**src/design/cipso_option_tag_parser_core_defines.svh**
```systemverilog
// Assertion helpers shared by the CIPSO parser modules.
`ifndef CIPSO_OPTION_TAG_PARSER_CORE_DEFINES_SVH
`define CIPSO_OPTION_TAG_PARSER_CORE_DEFINES_SVH

// Clocked check, masked while reset is asserted
`define COTP_ASSERT(lbl, prop, msg) \
  lbl: assert property (@(posedge clk_i) disable iff (!rst_ni) prop) else $error(msg);

// Clocked check that also holds during reset
`define COTP_ASSERT_ALWAYS(lbl, prop, msg) \
  lbl: assert property (@(posedge clk_i) prop) else $error(msg);

`endif

```
**src/design/cotp_pkg.sv**
```systemverilog
`default_nettype none
package cotp_pkg;

  // Result kinds
  typedef enum logic [2:0] {
    KIND_CAT      = 3'd0,
    KIND_RANGE    = 3'd1,
    KIND_UNKNOWN  = 3'd2,
    KIND_NO_CIPSO = 3'd3,
    KIND_SHORT    = 3'd4,
    KIND_DONE     = 3'd5
  } kind_e;

  // Header and option constants
  localparam logic [7:0] CIPSO_TYPE = 8'd134;
  localparam logic [5:0] OPT_BASE   = 6'd20;
  localparam logic [5:0] TAG_FIRST  = 6'd6;
  localparam logic [5:0] TAG_MIN    = 6'd4;

  // Tag types
  localparam logic [7:0] TAG_BITMAP = 8'd1;
  localparam logic [7:0] TAG_ENUM   = 8'd2;
  localparam logic [7:0] TAG_RANGE  = 8'd5;

  // Configuration registers
  localparam logic CFG_MAX_TAGS = 1'b0;
  localparam logic CFG_MAX_OPTS = 1'b1;
  localparam logic [3:0] MAX_TAGS_RST = 4'd10;
  localparam logic [3:0] MAX_OPTS_RST = 4'd4;

  // Queue between front and back
  localparam int FIFO_DEPTH = 4;
  localparam int FIFO_AW    = $clog2(FIFO_DEPTH);

  // Work record: bitmap bits, or one single result, plus end-of-packet mark
  typedef struct packed {
    logic [31:0] domain;
    logic [7:0]  sens;
    logic [7:0]  tk;
    logic [15:0] base;
    logic [7:0]  mask;
    logic        s_valid;
    kind_e       s_kind;
    logic [15:0] s_lo;
    logic [15:0] s_hi;
    logic        fin;
  } rec_t;

endpackage
`default_nettype wire

```
**src/design/cotp_ifs.sv**
```systemverilog
`default_nettype none
interface cotp_in_if;
  logic       valid;
  logic       ready;
  logic [7:0] data_byte;
  logic       first;
  modport source (output valid, output data_byte, output first, input ready);
  modport sink (input valid, input data_byte, input first, output ready);
endinterface

interface cotp_out_if;
  logic        valid;
  logic        ready;
  logic [2:0]  kind;
  logic [31:0] domain;
  logic [7:0]  tag_kind;
  logic [7:0]  sensitivity;
  logic [15:0] cat_low;
  logic [15:0] cat_high;
  logic        last;
  modport source (output valid, output kind, output domain, output tag_kind,
                  output sensitivity, output cat_low, output cat_high, output last,
                  input ready);
  modport sink (input valid, input kind, input domain, input tag_kind,
                input sensitivity, input cat_low, input cat_high, input last,
                output ready);
endinterface
`default_nettype wire

```
**src/design/cipso_option_tag_parser_core.sv**
```systemverilog
// Results go through the queue, a current-record register and the output register.
// Throughput: one header byte per cycle; the back end gives one result per cycle while
//   the output is free, so a bitmap byte with k set bits gives k results, absorbed by
//   a 4-entry queue. Input is stalled only while that queue is full.
// Reset (rst_ni low, asynchronous): parser idle, queue empty, no result pending,
//   max_tags = 10, max_other_options = 4.
`default_nettype none
module cipso_option_tag_parser_core (
  input  wire logic       clk_i,
  input  wire logic       rst_ni,
  input  wire logic       cfg_we_i,
  input  wire logic       cfg_idx_i,
  input  wire logic [3:0] cfg_data_i,
  cotp_in_if.sink         in_ch,
  cotp_out_if.source      out_ch
);

  logic           push, full, pop, empty;
  cotp_pkg::rec_t wr_rec, rd_rec;

  cotp_front u_front (
    .clk_i, .rst_ni, .cfg_we_i, .cfg_idx_i, .cfg_data_i,
    .in_ch, .full_i(full), .push_o(push), .rec_o(wr_rec)
  );

  cotp_fifo u_fifo (
    .clk_i, .rst_ni, .push_i(push), .data_i(wr_rec), .full_o(full),
    .pop_i(pop), .data_o(rd_rec), .empty_o(empty)
  );

  cotp_back u_back (
    .clk_i, .rst_ni, .head_i(rd_rec), .empty_i(empty), .pop_o(pop), .out_ch
  );

endmodule
`default_nettype wire

```
**src/design/cotp_front.sv**
```systemverilog
`default_nettype none
module cotp_front (
  input  wire logic        clk_i,
  input  wire logic        rst_ni,
  input  wire logic        cfg_we_i,
  input  wire logic        cfg_idx_i,
  input  wire logic [3:0]  cfg_data_i,
  cotp_in_if.sink          in_ch,
  input  wire logic        full_i,
  output logic             push_o,
  output cotp_pkg::rec_t   rec_o
);

  localparam logic [1:0] PH_IDLE   = 2'd0;
  localparam logic [1:0] PH_SEARCH = 2'd1;
  localparam logic [1:0] PH_OPTLEN = 2'd2;
  localparam logic [1:0] PH_CIPSO  = 2'd3;

  logic [1:0]  phase_q, phase_d;
  logic [5:0]  bp_q, bp_d, hdr_q, hdr_d, on_q, on_d;
  logic [3:0]  os_q, os_d, tc_q, tc_d;
  logic [7:0]  clen_q, clen_d, ts_q, ts_d, tk_q, tk_d, tl_q, tl_d, sens_q, sens_d;
  logic [7:0]  bh_q, bh_d;
  logic [15:0] wh_q, wh_d;
  logic [31:0] dom_q, dom_d;
  logic [3:0]  max_tags_q, max_opts_q;

  logic        acc;
  logic [7:0]  b;
  logic [5:0]  bp, rel, t, off;
  logic [7:0]  eff;
  logic [8:0]  nx9;
  logic [3:0]  lim_o, lim_t, tcn;
  logic        rpt;
  cotp_pkg::kind_e rpt_kind;
  cotp_pkg::rec_t  rec;

  assign in_ch.ready = !full_i;
  assign acc   = in_ch.valid && !full_i;
  assign b     = in_ch.data_byte;
  assign lim_o = (max_opts_q == 4'd0) ? 4'd1 : max_opts_q;
  assign lim_t = (max_tags_q == 4'd0) ? 4'd1 : max_tags_q;

  // Parse one byte: next state and the work record it causes
  always_comb begin
    phase_d = phase_q; bp_d = bp_q; hdr_d = hdr_q; on_d = on_q; os_d = os_q;
    tc_d = tc_q; clen_d = clen_q; ts_d = ts_q; tk_d = tk_q; tl_d = tl_q;
    sens_d = sens_q; bh_d = bh_q; wh_d = wh_q; dom_d = dom_q;
    bp = bp_q; rel = '0; t = '0; off = '0; eff = '0; nx9 = '0; tcn = '0;
    rpt = 1'b0; rpt_kind = cotp_pkg::KIND_NO_CIPSO;
    rec = '0;
    rec.s_kind = cotp_pkg::KIND_CAT;
    if (acc) begin
      if (in_ch.first) begin
        bp_d = '0; hdr_d = {b[3:0], 2'b00}; on_d = cotp_pkg::OPT_BASE; os_d = '0;
        clen_d = '0; dom_d = '0; ts_d = {2'b00, cotp_pkg::TAG_FIRST}; tc_d = '0;
        tk_d = '0; tl_d = '0; sens_d = '0; wh_d = '0; bh_d = '0;
        if (hdr_d <= cotp_pkg::OPT_BASE) begin
          rpt = 1'b1;
        end else begin
          phase_d = PH_SEARCH;
        end
      end else if (phase_q != PH_IDLE) begin
        bp = bp_q + 6'd1;
        bp_d = bp;
        unique case (phase_q)
          PH_SEARCH: begin
            if (bp == on_q) begin
              if (b <= 8'd1) on_d = on_q + 6'd1;
              else if (b == cotp_pkg::CIPSO_TYPE) phase_d = PH_CIPSO;
              else phase_d = PH_OPTLEN;
            end
          end
          PH_OPTLEN: begin
            nx9 = {3'b000, on_q} + {1'b0, b};
            if (b < 8'd2) begin
              rpt = 1'b1;
            end else begin
              os_d = os_q + 4'd1;
              if (os_d >= lim_o || os_d == 4'd0 || nx9 >= {3'b000, hdr_q}) begin
                rpt = 1'b1;
              end else begin
                on_d = nx9[5:0];
                phase_d = PH_SEARCH;
              end
            end
          end
          PH_CIPSO: begin
            rel = bp - on_q;
            if (rel == 6'd1) begin
              clen_d = b;
              if (b <= {2'b00, cotp_pkg::TAG_FIRST}) begin
                rpt = 1'b1; rpt_kind = cotp_pkg::KIND_SHORT;
              end
            end else if (rel < cotp_pkg::TAG_FIRST) begin
              dom_d = {dom_q[23:0], b};
            end else if ({2'b00, rel} >= ts_q) begin
              t = rel - ts_q[5:0];
              off = t - cotp_pkg::TAG_MIN;
              // Capture tag head or decode a body byte
              if (t == 6'd0) tk_d = b;
              else if (t == 6'd1) tl_d = b;
              else if (t == 6'd3) sens_d = b;
              else if (t >= cotp_pkg::TAG_MIN) begin
                if (tk_q == cotp_pkg::TAG_BITMAP) begin
                  rec.mask = b;
                  rec.base = {7'b0, off, 3'b000};
                  rec.sens = sens_q;
                end else if (tk_q == cotp_pkg::TAG_ENUM) begin
                  if (!off[0]) begin
                    wh_d = {8'h00, b};
                  end else begin
                    rec.s_valid = 1'b1; rec.s_kind = cotp_pkg::KIND_CAT;
                    rec.tk = cotp_pkg::TAG_ENUM; rec.sens = sens_q;
                    rec.s_lo = {wh_q[7:0], b}; rec.s_hi = {wh_q[7:0], b};
                  end
                end else if (tk_q == cotp_pkg::TAG_RANGE) begin
                  case (off[1:0])
                    2'd0: wh_d = {b, 8'h00};
                    2'd1: wh_d = wh_q | {8'h00, b};
                    2'd2: bh_d = b;
                    default: begin
                      rec.s_valid = 1'b1; rec.s_kind = cotp_pkg::KIND_RANGE;
                      rec.tk = cotp_pkg::TAG_RANGE; rec.sens = sens_q;
                      rec.s_lo = wh_q; rec.s_hi = {bh_q, b};
                    end
                  endcase
                end
              end
              // Close the tag on its last byte
              if (t >= 6'd3) begin
                eff = (tl_q < {2'b00, cotp_pkg::TAG_MIN}) ? {2'b00, cotp_pkg::TAG_MIN} : tl_q;
                if ({2'b00, t} == eff - 8'd1) begin
                  if (tk_q == cotp_pkg::TAG_RANGE) begin
                    if (t >= cotp_pkg::TAG_MIN && (off[1:0] == 2'd1 || off[1:0] == 2'd2)) begin
                      rec.s_valid = 1'b1; rec.s_kind = cotp_pkg::KIND_RANGE;
                      rec.tk = cotp_pkg::TAG_RANGE; rec.sens = sens_q;
                      rec.s_lo = wh_d; rec.s_hi = '0;
                    end
                  end else if (tk_q != cotp_pkg::TAG_BITMAP && tk_q != cotp_pkg::TAG_ENUM) begin
                    rec.s_valid = 1'b1; rec.s_kind = cotp_pkg::KIND_UNKNOWN;
                    rec.tk = tk_q; rec.sens = sens_d; rec.s_lo = '0; rec.s_hi = '0;
                  end
                  tcn = tc_q + 4'd1;
                  tc_d = tcn;
                  nx9 = {1'b0, ts_q} + {1'b0, eff};
                  if (tcn >= lim_t || tcn == 4'd0 || nx9 >= {1'b0, clen_q}) begin
                    rec.fin = 1'b1;
                    phase_d = PH_IDLE;
                  end else begin
                    ts_d = nx9[7:0];
                  end
                end
              end
            end
          end
          default: phase_d = PH_IDLE;
        endcase
        // End of header with the packet still open
        if (!rpt && phase_d != PH_IDLE && ({1'b0, bp} + 7'd1) >= {1'b0, hdr_q}) begin
          if (phase_d == PH_SEARCH || phase_d == PH_OPTLEN) begin
            rpt = 1'b1;
          end else if ((bp - on_d) < cotp_pkg::TAG_FIRST) begin
            rpt = 1'b1; rpt_kind = cotp_pkg::KIND_SHORT;
          end else begin
            rec.fin = 1'b1;
            phase_d = PH_IDLE;
          end
        end
      end
    end
    if (rpt) begin
      rec.s_valid = 1'b1; rec.s_kind = rpt_kind; rec.tk = '0; rec.sens = '0;
      rec.s_lo = '0; rec.s_hi = '0; rec.mask = '0; rec.fin = 1'b1;
      phase_d = PH_IDLE;
    end
    rec.domain = dom_d;
  end

  assign rec_o  = rec;
  assign push_o = acc && (rec.mask != 8'h00 || rec.s_valid || rec.fin);

  // Hold parser state
  always_ff @(posedge clk_i or negedge rst_ni) begin
    if (!rst_ni) begin
      phase_q <= PH_IDLE; bp_q <= '0; hdr_q <= '0; on_q <= '0; os_q <= '0;
      tc_q <= '0; clen_q <= '0; ts_q <= {2'b00, cotp_pkg::TAG_FIRST}; tk_q <= '0;
      tl_q <= '0; sens_q <= '0; bh_q <= '0; wh_q <= '0; dom_q <= '0;
    end else begin
      phase_q <= phase_d; bp_q <= bp_d; hdr_q <= hdr_d; on_q <= on_d; os_q <= os_d;
      tc_q <= tc_d; clen_q <= clen_d; ts_q <= ts_d; tk_q <= tk_d; tl_q <= tl_d;
      sens_q <= sens_d; bh_q <= bh_d; wh_q <= wh_d; dom_q <= dom_d;
    end
  end

  // Write configuration registers
  always_ff @(posedge clk_i or negedge rst_ni) begin
    if (!rst_ni) begin
      max_tags_q <= cotp_pkg::MAX_TAGS_RST;
      max_opts_q <= cotp_pkg::MAX_OPTS_RST;
    end else if (cfg_we_i) begin
      if (cfg_idx_i == cotp_pkg::CFG_MAX_TAGS) max_tags_q <= cfg_data_i;
      if (cfg_idx_i == cotp_pkg::CFG_MAX_OPTS) max_opts_q <= cfg_data_i;
    end
  end

endmodule
`default_nettype wire

```
**src/design/cotp_fifo.sv**
```systemverilog
`default_nettype none
`include "cipso_option_tag_parser_core_defines.svh"
module cotp_fifo (
  input  wire logic           clk_i,
  input  wire logic           rst_ni,
  input  wire logic           push_i,
  input  wire cotp_pkg::rec_t data_i,
  output logic                full_o,
  input  wire logic           pop_i,
  output cotp_pkg::rec_t      data_o,
  output logic                empty_o
);

  cotp_pkg::rec_t mem [cotp_pkg::FIFO_DEPTH];
  logic [cotp_pkg::FIFO_AW-1:0] wp_q, rp_q;
  logic [cotp_pkg::FIFO_AW:0]   count_q;

  assign full_o  = count_q == (cotp_pkg::FIFO_AW+1)'(cotp_pkg::FIFO_DEPTH);
  assign empty_o = count_q == '0;
  assign data_o  = mem[rp_q];

  // Store records
  always_ff @(posedge clk_i) begin
    if (push_i) mem[wp_q] <= data_i;
  end

  // Advance pointers and fill count
  always_ff @(posedge clk_i or negedge rst_ni) begin
    if (!rst_ni) begin
      wp_q <= '0; rp_q <= '0; count_q <= '0;
    end else begin
      if (push_i) wp_q <= wp_q + 1'b1;
      if (pop_i) rp_q <= rp_q + 1'b1;
      if (push_i && !pop_i) count_q <= count_q + 1'b1;
      else if (pop_i && !push_i) count_q <= count_q - 1'b1;
    end
  end

  `COTP_ASSERT(a_no_overflow, push_i |-> !full_o, "push into full queue")
  `COTP_ASSERT(a_no_underflow, pop_i |-> !empty_o, "pop from empty queue")
  `COTP_ASSERT_ALWAYS(a_count_bound, count_q <= (cotp_pkg::FIFO_AW+1)'(cotp_pkg::FIFO_DEPTH), "queue count out of range")

endmodule
`default_nettype wire

```
**src/design/cotp_back.sv**
```systemverilog
`default_nettype none
`include "cipso_option_tag_parser_core_defines.svh"
module cotp_back (
  input  wire logic           clk_i,
  input  wire logic           rst_ni,
  input  wire cotp_pkg::rec_t head_i,
  input  wire logic           empty_i,
  output logic                pop_o,
  cotp_out_if.source          out_ch
);

  cotp_pkg::rec_t  cur_q;
  logic            cur_valid_q;
  logic            out_valid_q;
  cotp_pkg::kind_e out_kind_q;
  logic [31:0]     out_dom_q;
  logic [7:0]      out_tk_q, out_sens_q;
  logic [15:0]     out_lo_q, out_hi_q;
  logic            out_last_q;

  logic            free, fire, done, found, last;
  logic [2:0]      idx;
  logic [7:0]      mask_rest;
  cotp_pkg::kind_e kind;
  logic [7:0]      tk, sens;
  logic [15:0]     lo, hi;

  assign free  = !out_valid_q || out_ch.ready;
  assign fire  = cur_valid_q && free;
  assign pop_o = (!cur_valid_q || (fire && done)) && !empty_i;

  // Pick the next result of the current record
  always_comb begin
    found = 1'b0; idx = '0; mask_rest = cur_q.mask; done = 1'b0; last = 1'b0;
    kind = cotp_pkg::KIND_DONE; tk = '0; sens = '0; lo = '0; hi = '0;
    if (cur_q.mask != 8'h00) begin
      for (int i = 0; i < 8; i++) begin
        if (!found && cur_q.mask[3'(7 - i)]) begin
          found = 1'b1;
          idx = 3'(i);
        end
      end
      mask_rest = cur_q.mask & ~(8'h80 >> idx);
      kind = cotp_pkg::KIND_CAT; tk = cotp_pkg::TAG_BITMAP; sens = cur_q.sens;
      lo = cur_q.base + {13'b0, idx}; hi = lo;
      done = (mask_rest == 8'h00) && !cur_q.s_valid;
      last = cur_q.fin && done;
    end else if (cur_q.s_valid) begin
      kind = cur_q.s_kind; tk = cur_q.tk; sens = cur_q.sens;
      lo = cur_q.s_lo; hi = cur_q.s_hi;
      done = 1'b1; last = cur_q.fin;
    end else begin
      done = 1'b1; last = 1'b1;
    end
  end

  // Hold the current record; take the next one when it is drained
  always_ff @(posedge clk_i or negedge rst_ni) begin
    if (!rst_ni) begin
      cur_valid_q <= 1'b0;
    end else if (pop_o) begin
      cur_valid_q <= 1'b1;
    end else if (fire && done) begin
      cur_valid_q <= 1'b0;
    end
  end

  always_ff @(posedge clk_i) begin
    if (pop_o) cur_q <= head_i;
    else if (fire) cur_q.mask <= mask_rest;
  end

  // Output register
  always_ff @(posedge clk_i or negedge rst_ni) begin
    if (!rst_ni) begin
      out_valid_q <= 1'b0;
    end else if (fire) begin
      out_valid_q <= 1'b1;
    end else if (out_ch.ready) begin
      out_valid_q <= 1'b0;
    end
  end

  always_ff @(posedge clk_i) begin
    if (fire) begin
      out_kind_q <= kind; out_dom_q <= cur_q.domain; out_tk_q <= tk;
      out_sens_q <= sens; out_lo_q <= lo; out_hi_q <= hi; out_last_q <= last;
    end
  end

  assign out_ch.valid       = out_valid_q;
  assign out_ch.kind        = out_kind_q;
  assign out_ch.domain      = out_dom_q;
  assign out_ch.tag_kind    = out_tk_q;
  assign out_ch.sensitivity = out_sens_q;
  assign out_ch.cat_low     = out_lo_q;
  assign out_ch.cat_high    = out_hi_q;
  assign out_ch.last        = out_last_q;

  `COTP_ASSERT(a_done_is_last, out_valid_q && out_kind_q == cotp_pkg::KIND_DONE |-> out_last_q, "done result without last")
  `COTP_ASSERT(a_no_empty_rec, cur_valid_q |-> (cur_q.mask != 8'h00 || cur_q.s_valid || cur_q.fin), "empty record in back end")
  `COTP_ASSERT(a_pop_when_free, pop_o |-> (!cur_valid_q || done), "record replaced before drained")

endmodule
`default_nettype wire
```
**src/flat_wrapper.sv**
```systemverilog
// flat-port wrapper written by rule: the top's interface ports become plain ports
module cipso_option_tag_parser_core_flat 
  (clk_i, rst_ni, cfg_we_i, cfg_idx_i, cfg_data_i, in_ch_valid, in_ch_data_byte, in_ch_first, in_ch_ready, out_ch_valid, out_ch_kind, out_ch_domain, out_ch_tag_kind, out_ch_sensitivity, out_ch_cat_low, out_ch_cat_high, out_ch_last, out_ch_ready);
  cotp_in_if in_ch_i ();
  cotp_out_if out_ch_i ();
  input  wire logic clk_i;
  input  wire logic rst_ni;
  input  wire logic cfg_we_i;
  input  wire logic cfg_idx_i;
  input  wire logic [3:0] cfg_data_i;
  input wire logic [$bits(in_ch_i.valid)-1:0] in_ch_valid;
  input wire logic [$bits(in_ch_i.data_byte)-1:0] in_ch_data_byte;
  input wire logic [$bits(in_ch_i.first)-1:0] in_ch_first;
  output wire logic [$bits(in_ch_i.ready)-1:0] in_ch_ready;
  output wire logic [$bits(out_ch_i.valid)-1:0] out_ch_valid;
  output wire logic [$bits(out_ch_i.kind)-1:0] out_ch_kind;
  output wire logic [$bits(out_ch_i.domain)-1:0] out_ch_domain;
  output wire logic [$bits(out_ch_i.tag_kind)-1:0] out_ch_tag_kind;
  output wire logic [$bits(out_ch_i.sensitivity)-1:0] out_ch_sensitivity;
  output wire logic [$bits(out_ch_i.cat_low)-1:0] out_ch_cat_low;
  output wire logic [$bits(out_ch_i.cat_high)-1:0] out_ch_cat_high;
  output wire logic [$bits(out_ch_i.last)-1:0] out_ch_last;
  input wire logic [$bits(out_ch_i.ready)-1:0] out_ch_ready;
  assign in_ch_i.valid = in_ch_valid;
  assign in_ch_i.data_byte = in_ch_data_byte;
  assign in_ch_i.first = in_ch_first;
  assign in_ch_ready = in_ch_i.ready;
  assign out_ch_valid = out_ch_i.valid;
  assign out_ch_kind = out_ch_i.kind;
  assign out_ch_domain = out_ch_i.domain;
  assign out_ch_tag_kind = out_ch_i.tag_kind;
  assign out_ch_sensitivity = out_ch_i.sensitivity;
  assign out_ch_cat_low = out_ch_i.cat_low;
  assign out_ch_cat_high = out_ch_i.cat_high;
  assign out_ch_last = out_ch_i.last;
  assign out_ch_i.ready = out_ch_ready;
  cipso_option_tag_parser_core u_core (.clk_i(clk_i), .rst_ni(rst_ni), .cfg_we_i(cfg_we_i), .cfg_idx_i(cfg_idx_i), .cfg_data_i(cfg_data_i), .in_ch(in_ch_i), .out_ch(out_ch_i));
endmodule
```
**config.mk**
```make
export PLATFORM = sky130hd
export DESIGN_NAME = cipso_option_tag_parser_core_flat
export DESIGN_NICKNAME = d
export VERILOG_FILES = /design/src/design/cotp_pkg.sv /design/src/design/cotp_ifs.sv /design/src/design/cipso_option_tag_parser_core.sv /design/src/design/cotp_front.sv /design/src/design/cotp_fifo.sv /design/src/design/cotp_back.sv /design/src/flat_wrapper.sv
export VERILOG_INCLUDE_DIRS = /design/src /design/src/design
export SDC_FILE = /design/constraint.sdc
export NUM_CORES = 1
export LEC_CHECK = 0
export ABC_AREA = 1
export BUFFER_PORTS_ARGS = -buffer_cell sky130_fd_sc_hd__buf_2
export CAP_MARGIN = 20
export CORE_MARGIN = 5
export CORE_UTILIZATION = 45
export CTS_BUF_LIST = sky130_fd_sc_hd__clkbuf_2 sky130_fd_sc_hd__clkbuf_4 sky130_fd_sc_hd__clkbuf_8
export DETAILED_ROUTE_END_ITERATION = 10
export PLACE_DENSITY_LB_ADDON = 0.12
export SLEW_MARGIN = 20
export SYNTH_ARGS = -nofsm -noshare
export SYNTH_HDL_FRONTEND = slang
export SYNTH_HIERARCHICAL = 1
export SYNTH_SLANG_ARGS = --single-unit
```
**constraint.sdc**
```tcl
create_clock -name clk_i -period 10.6 [get_ports clk_i]
set_clock_uncertainty 0.05 [all_clocks]
set_input_delay 0.53 -clock clk_i [delete_from_list [all_inputs] [get_ports clk_i]]
set_output_delay 0.53 -clock clk_i [all_outputs]
set_load 0.02 [all_outputs]
```
==> results of run 1 <==
==> cells by family after synthesis <==
logic type | Yosys count | share of synthesized area
AOI/OAI and AO/OA | 586 | 0.108
other | 1 | 0.000107
adders and majority gates | 85 | 0.0317
xor gates and xnor gates | 40 | 0.0100
and+or+nand+nor | 1047 | 0.125
buffers and inverters | 663 | 0.0859
DFF | 768 | 0.639
==> per-layer routing <==
layer | GRT usage | up-vias
li1 | - | 11200
met1 | 0.288 | 11400
met2 | 0.351 | 724
met3 | 0.0394 | 179
met4 | 0.0689 | 4
met5 | 0 | -
==> flip-flops by register name, indices dropped and copies added (netlist names), 6 cells and up <==
signal,count
u_core/u_back/cur_q,109
u_core/u_back/out_ch.cat_high,16
u_core/u_back/out_ch.cat_low,16
u_core/u_back/out_ch.domain,32
u_core/u_back/out_ch.sensitivity,8
u_core/u_back/out_ch.tag_kind,8
u_core/u_fifo/mem,436
u_core/u_front/bh_q,8
u_core/u_front/bp_q,6
u_core/u_front/clen_q,8
u_core/u_front/dom_q,32
u_core/u_front/on_q,6
u_core/u_front/sens_q,8
u_core/u_front/tk_q,8
u_core/u_front/tl_q,8
u_core/u_front/ts_q,8
u_core/u_front/wh_q,16
==> worst paths after layout <==
kind | endpoint | from | cells past startpoint
max | u_core/u_fifo/mem[1][13] | u_core/u_front/bp_q[0] | 37
min | u_core/u_front/os_q[2] | rst_ni | 2
max reg2reg | u_core/u_fifo/mem[1][13] | u_core/u_front/bp_q[0] | 37
min reg2reg | u_core/u_back/out_ch.domain[3] | u_core/u_back/cur_q[80] | 0
max in group asynchronous | u_core/u_front/ts_q[3] | rst_ni | 3
min in group clk_i | u_core/u_front/max_tags_q[1] | cfg_we_i | 4
==> layout make-up <==
| type | instances | area share |
|---|---|---|
| Antenna cell | 3 | 0.000193 |
| Timing Repair Buffer | 141 | 0.0221 |
| Multi-Input combinational cell | 1768 | 0.248 |
| Clock buffer | 197 | 0.0628 |
| Inverter | 516 | 0.0502 |
| Tap cell | 1040 | 0.0334 |
| Sequential cell | 768 | 0.574 |
| Clock inverter | 47 | 0.00892 |
==> synthesized netlist by cell type, drive strengths merged (10+ instances only) <==
master  instances  area share
o31ai          10      0.0021
a21oi          57      0.0085
inv           513       0.055
buf           113       0.027
edfxtp        629        0.54
dfrtp         134       0.096
clkbuf         34      0.0038
nor2          191       0.021
xor2           30      0.0075
o211ai        226       0.049
xnor2          10      0.0025
o22ai          60       0.011
a22oi          21      0.0045
nand2         671       0.073
ha             79       0.028
o21ai         178       0.026
nor3           43      0.0078
nand3         114       0.018
nand4          21      0.0038
==> layout by cell type, fill, tap and decap left out, types with 55 or more instances in the layout <==
| cell | Yosys | final |
|---|---|---|
| sky130_fd_sc_hd__clkbuf_8 | 0 | 155 |
| sky130_fd_sc_hd__dfrtp_1 | 134 | 132 |
| sky130_fd_sc_hd__o22ai_1 | 60 | 60 |
| sky130_fd_sc_hd__inv_1 | 504 | 498 |
| sky130_fd_sc_hd__ha_1 | 79 | 79 |
| sky130_fd_sc_hd__o211ai_1 | 225 | 225 |
| sky130_fd_sc_hd__edfxtp_1 | 629 | 629 |
| sky130_fd_sc_hd__nand3_1 | 106 | 105 |
| sky130_fd_sc_hd__a21oi_1 | 56 | 55 |
| sky130_fd_sc_hd__nand2_1 | 661 | 661 |
| sky130_fd_sc_hd__o21ai_0 | 172 | 172 |
| sky130_fd_sc_hd__buf_2 | 38 | 103 |
| sky130_fd_sc_hd__nor2_1 | 184 | 182 |
==> through the flow <==
stage | setup slack, ns | power [mW]
after floorplan | 2.90 | 5.46
after global placement | 2.98 | 6.14
after detailed placement | 2.81 | 6.20
after CTS | 2.81 | 8.99
after global routing | 1.98 | 9.50
final | 2.84 | 8.94
==> power breakdown <==
part           internal, mW  total (mW)  switching (mW)
clock                  1.53        2.76            1.23
combinational         0.814        2.61            1.80
sequential             3.45        3.58           0.127
==> worst max-delay path: cells and delay by family (launching register included) <==
family | cells | cell delay [ns]
simple gates | 17 | 2.15
compound gates | 6 | 1.16
fa+ha+maj | 4 | 1.27
buf+inv | 9 | 1.89
flops | 1 | 0.52
xor+xnor | 1 | 0.25
==> what timing repair did <==
action	4_1_cts	5_1_grt
setup buffers	0	0
hold buffers	5	0
hold endpoints to repair	97	0
==> metrics.log, run 1 <==
INFO  metric status = finished, final reports clean
INFO  metric irDropWorstVdd = 0.220 mV
INFO  metric cp_slowest_cell = sky130_fd_sc_hd__inv_4
INFO  metric synth_area = 35000 um^2
INFO  metric number_of_synthesized_flops_with_an_enable_pin = 629
INFO  metric routed-wl-met3 = 4.52 mm
INFO  metric detail_route.wirelength.met1 = 39.1 mm
INFO  metric crit_path_frequent_cell = sky130_fd_sc_hd__nand2_1
INFO  metric vias_per_cell = 5.24
INFO  metric timing.critical_path.slowest_cell_delay = 0.69 ns
INFO  metric placed_cells_incl_taps = 4227
INFO  metric core_area = 77300 um^2
INFO  metric antenna_found_initial = 7
INFO  metric nFillCells = 7025
INFO  metric final-setup-viol-count = 0
INFO  metric flow.area_growth_from_synthesis = 11.4%
INFO  metric cts_buffer_depth = 3
INFO  metric wire_length_of_the_first_global_routing_pass = 137 mm
INFO  metric nNetsFinal = 3433
INFO  metric die_height = 289 um
INFO  metric detail_route.first_pass.iterations = 6
INFO  metric fin_area = 39000 um^2
INFO  metric predominant_post_synthesis_flop_cell = sky130_fd_sc_hd__edfxtp_1
INFO  metric hold_viol_final = 0
INFO  metric number_of_distinct_library_cell_variants_in_the_gate_level_netlist_after_synthesis = 58
INFO  metric numCtsBuffers = 134
INFO  metric tns = 0 ns
INFO  metric multi_input_area = 9690 um^2
INFO  metric port_buffers = 104
INFO  metric via_count = 23.5k
INFO  metric final_antenna_net_count = 0
INFO  metric top_layer_used = met5
INFO  metric cts_clk_pin_slew_worst_paths = 0.06 ns
INFO  metric avgSynthCellArea = 11.0 um^2
INFO  metric finalWirelength = 88.6 mm
INFO  metric final-max-slew-violation-count = 0
INFO  metric hold_class = input port to asynchronous set/reset pin
INFO  metric placedInstanceArea = 36100 um^2
INFO  metric r2r_slack = 2.84 ns
INFO  metric final.hold.worst_slack = 0.128 ns
INFO  metric critPathRequiredTime = 10.95 ns
INFO  metric leakagePower = 15.5 nW
INFO  metric cts_tree = yes
INFO  metric synth-async-reset-ratio = 0.181
INFO  metric io_pins = 105
INFO  metric p_per_area = 229 nW/um^2
INFO  metric critPathKind = flip-flop to flip-flop
INFO  metric yosys_warnings = 6
INFO  metric final_layout_size_suffix_gt1_frac = 0.127
INFO  metric fp-row-count = 102
INFO  metric grt.overflow.total = 0
INFO  metric number_of_design_rule_violations_left_after_detail_routing = 0
INFO  metric number_of_global_route_vias_before_repair = 23.2k
INFO  metric maxCapViolCount = 0
INFO  metric detailroute.wirelength.met2 = 42.5 mm
INFO  metric synth_seq_cells = 768
INFO  metric detailed_place_hpwl = 56.9 mm
INFO  metric ys_seq_area_frac = 0.639
INFO  metric clock_latency = 0.78 ns
INFO  metric post-route-min-period = 7.76 ns
INFO  metric cp_max_fanout = 55
INFO  metric stdcell_count = 4480
INFO  metric post-route-period-util = 0.732
INFO  metric setup_repair_after_global_routing_missed_its_margin = false
INFO  metric crit_path_capture_type = flip-flop
INFO  metric die_width = 289 um
INFO  metric measured_slew_at_the_worst_slew_check_pin = 1.07 ns
INFO  metric synth_cells = 3190
INFO  metric clock.fmax = 129 MHz
INFO  metric grt_start_max_net_pins = 122
INFO  metric slew_headroom = 0.288
INFO  metric number_of_sinks_handled_by_clock_tree_synthesis = 768
INFO  metric h-tree-depth = 4
INFO  metric clk_root_buffer_cell = sky130_fd_sc_hd__clkbuf_8
INFO  metric postLayoutCoreUtil = 0.504
INFO  metric post_cts_resize_count = 0
INFO  metric worst_ep_arrival_time = 8.11 ns
INFO  metric global_route.usage.total = 0.213
INFO  metric initial_utilization = 0.453
INFO  metric startpoint_type = flip-flop
INFO  metric drtIter0Drc = 1805
INFO  metric wl_per_cell = 19.8 um
INFO  metric die_area = 83500 um^2
INFO  metric sequential_standard_cell_area = 22400 um^2
INFO  metric finalWeightedCongestion = 0.911
No activity file was read; power rests on OpenSTA's default activity.
==> run 2: changes to the inputs <==
==> constraint.sdc (replaced) <==
create_clock -name clk_i -period 7.5 [get_ports clk_i]
set_clock_uncertainty 0.05 [all_clocks]
set_input_delay 0.375 -clock clk_i [delete_from_list [all_inputs] [get_ports clk_i]]
set_output_delay 0.375 -clock clk_i [all_outputs]
set_load 0.02 [all_outputs]
==> run 2 against run 1 <==
Net effect:
- core utilization up 0.21 points
- sequential cell count unchanged
- count of clock-buffer cells in the layout down 4
- die area unchanged
- final cell count up 0.29%
- sequential power up 41%
- total power up 41%
- critical path depth up 6
- register-to-register slack worse by 2.3 ns
- sequential share of layout area down 0.23 points
- maximum frequency up 11%
- largest power group unchanged
==> metrics.log, run 2 (same netlist as run 1, synthesis figures left out) <==
INFO  metric status = finished, final reports clean
INFO  metric via_count = 23.5k (+0.0043%)
INFO  metric antenna_found_initial = 2 (-5)
INFO  metric final-setup-viol-count = 0 (unchanged)
INFO  metric die_width = 289 um (unchanged)
INFO  metric total_switching_power = 4.39 mW (+39%)
INFO  metric buf_inv_on_cp = 8 (-1)
INFO  metric clock.fmax = 143 MHz (+11%)
INFO  metric wire_length_of_the_first_global_routing_pass = 134 mm (-1.7%)
INFO  metric clock_latency = 0.77 ns (about the same)
INFO  metric fp-row-count = 102 (unchanged)
INFO  metric die_area = 83500 um^2 (unchanged)
INFO  metric io_pins = 105 (unchanged)
INFO  metric finalWirelength = 87.4 mm (-1.4%)
INFO  metric setup_repair_after_global_routing_missed_its_margin = false
INFO  metric hold_class = input port to flip-flop
INFO  metric initial_utilization = 0.453 (unchanged)
INFO  metric cp_slowest_cell = sky130_fd_sc_hd__dfrtp_1
INFO  metric cts_clk_pin_slew_worst_paths = 0.06 ns (about the same)
INFO  metric timing.hold.worst_endpoint = u_core/u_front/wh_q[14]
INFO  metric finalWeightedCongestion = 0.918 (+0.87%)
INFO  metric crit_path_frequent_cell = sky130_fd_sc_hd__nand2_1
INFO  metric die_height = 289 um (unchanged)
INFO  metric rr_startpoint = u_core/u_front/bp_q[0]
INFO  metric flow.area_growth_from_synthesis = 11.8%
INFO  metric port_buffers = 104 (unchanged)
INFO  metric switching_share = 0.349 (-0.00321)
INFO  metric tns = 0 ns (unchanged)
INFO  metric cts_buffer_depth = 3 (unchanged)
INFO  metric irDropWorstVdd = 0.289 mV (+32%)
INFO  metric worst_ep_arrival_time = 7.56 ns (-0.55 ns)
INFO  metric largest_register_ff_count = 436 (unchanged)
INFO  metric r2r_slack = 0.53 ns (-2.31 ns)
INFO  metric measured_slew_at_the_worst_slew_check_pin = 1.15 ns (+0.0774 ns)
INFO  metric grt.overflow.total = 0 (unchanged)
INFO  metric number_of_sinks_handled_by_clock_tree_synthesis = 768 (unchanged)
INFO  metric global_route.usage.total = 0.208 (-0.00464)
INFO  metric post_cts.repair.setup_buffers = 0 (unchanged)
INFO  metric slew_headroom = 0.230 (-0.0581)
INFO  metric clockPowerShare = 0.304 (-0.004)
INFO  metric mostFrequentLayoutCell = sky130_fd_sc_hd__nand2_1
INFO  metric multi_input_area = 9690 um^2 (about the same)
INFO  metric hold_viol_final = 0 (unchanged)
INFO  metric maxCapViolCount = 0 (unchanged)
INFO  metric cts_tree = yes
INFO  metric combinational_group_share_of_total_power = 0.293 (about the same)
INFO  metric mostFrequentLayoutCells = sky130_fd_sc_hd__nand2_1, sky130_fd_sc_hd__edfxtp_1, sky130_fd_sc_hd__inv_1, sky130_fd_sc_hd__o211ai_1, sky130_fd_sc_hd__nor2_1
INFO  metric largestRegisters = u_core/u_fifo/mem x436, u_core/u_back/cur_q x109
INFO  metric detail_route.first_pass.iterations = 6 (unchanged)
INFO  metric p_int = 8.18 mW (+41%)
INFO  metric vias_per_cell = 5.22 (-0.29%)
INFO  metric final_antenna_net_count = 0 (unchanged)
INFO  metric grt_start_max_net_pins = 226 (+85%)
INFO  metric number_of_design_rule_violations_left_after_detail_routing = 0 (unchanged)
INFO  metric clk_root_buffer_cell = sky130_fd_sc_hd__clkbuf_8
INFO  metric register_share_of_total_power = 0.402 (+0.002)
INFO  metric sequential_standard_cell_area = 22400 um^2 (unchanged)
INFO  metric drtIter0Drc = 1698 (-5.9%)
INFO  metric hold_start = in_ch_data_byte[6]
INFO  metric crit_path_capture_type = flip-flop
INFO  metric cp_max_fanout = 13 (-76%)
INFO  metric nNetsFinal = 3448 (+0.44%)
INFO  metric depth_of_the_worst_register_to_register_path = 43 (+16%)
INFO  metric leakagePower = 15.6 nW (+0.27%)
INFO  metric startpoint_type = flip-flop
INFO  metric h-tree-depth = 4 (unchanged)
INFO  metric nFillCells = 6944 (-1.2%)
INFO  metric number_of_global_route_vias_before_repair = 23.2k (-0.21%)
INFO  metric post-route-min-period = 6.97 ns (-0.786 ns)
INFO  metric final_layout_size_suffix_gt1_frac = 0.128 (+0.000643)
INFO  metric critPathKind = flip-flop to flip-flop
INFO  metric detailed_place_hpwl = 55.9 mm (-1.8%)
INFO  metric p_per_area = 321 nW/um^2 (+40%)
INFO  metric critical-path-top-delay-family = simple AND/OR/NAND/NOR gates
INFO  metric core_area = 77300 um^2 (unchanged)
INFO  metric timing.critical_path.slowest_cell_delay = 0.52 ns (-0.17 ns)
INFO  metric post-route-period-util = 0.930 (+0.198)
INFO  metric fin_total_pwr = 12.6 mW (+41%)
INFO  metric rr_endpoint = u_core/u_fifo/count_q[2]
INFO  metric hold_depth = 5
INFO  metric numCtsBuffers = 134 (unchanged)
INFO  metric wl_per_cell = 19.5 um (-1.7%)
INFO  metric final-max-slew-violation-count = 0 (unchanged)
INFO  metric regMostFlops = u_core/u_fifo/mem
INFO  metric critPathRequiredTime = 8.09 ns (-2.86 ns)
-- run 2: per-layer routing --
metal,global-route usage,share of wire
met1,0.282,0.44
met2,0.344,0.48
met3,0.0374,0.051
met4,0.0677,0.024
met5,0,0.00023
-- run 2: power by group through the flow --
stage,clock network (mW),logic [mW],registers (mW)
2_1_floorplan,0,2.62,5.10
6_report,3.82,3.69,5.06
3_3_place_gp,0,3.56,5.13
5_1_grt,4.15,4.10,5.08
4_1_cts,3.94,3.64,5.06
3_5_place_dp,0,3.61,5.14
-- run 2: final cells by class --
class,count,share of cell area
antenna,2,0.000128
clock inverter,50,0.00946
clock buffer,193,0.0595
inverter,516,0.0501
sequential,768,0.572
timing repair buffer,156,0.0283
tap,1040,0.0332
multi-input combinational,1768,0.248
-- run 2: metrics by stage --
stage,instance area (um^2),hold WS [ns],cells,setup WS (ns),utilization
after floorplan,35100,0.0294,3199,0.383,-
after global placement,36300,0.352,4233,0.770,0.469
after detailed placement,36300,0.355,4233,0.550,0.469
after CTS,39100,0.0280,4490,0.498,0.506
after global routing,39200,0.0827,4493,0.0439,0.506
final,39200,0.112,4493,0.526,0.506
-- run 2: worst register-to-register path: cells and delay by family (launching register included) --
family / cells / cell delay (ns)
AOI/OAI and AO/OA: 5 / 1.07
xor gates and xnor gates: 2 / 0.45
adders and majority gates: 6 / 1.90
buffers and inverters: 8 / 0.63
DFF: 1 / 0.52
and+or+nand+nor: 22 / 2.21
-- run 2: how the worst max path moves through the flow --
stage / start / endpoint / slack [ns] / cells after the start
floorplan: u_core/u_front/bp_q[0] / u_core/u_fifo/mem[1][0] / 0.38 / 39
global placement: u_core/u_front/tl_q[4] / u_core/u_fifo/mem[0][18] / 0.77 / 43
detailed placement: u_core/u_front/bp_q[0] / u_core/u_fifo/mem[0][14] / 0.55 / 39
CTS: u_core/u_front/bp_q[0] / u_core/u_fifo/mem[0][40] / 0.50 / 37
global route: u_core/u_front/bp_q[0] / u_core/u_fifo/count_q[2] / 0.04 / 44
finish: u_core/u_front/bp_q[0] / u_core/u_fifo/count_q[2] / 0.53 / 43
-- run 2: timing repair --
item / 4_1_cts / 5_1_grt
resized for setup: 0 / 2
endpoints found under the hold margin: 84 / 0
hold buffers: 14 / 0
endpoints found under the setup margin: 0 / 297
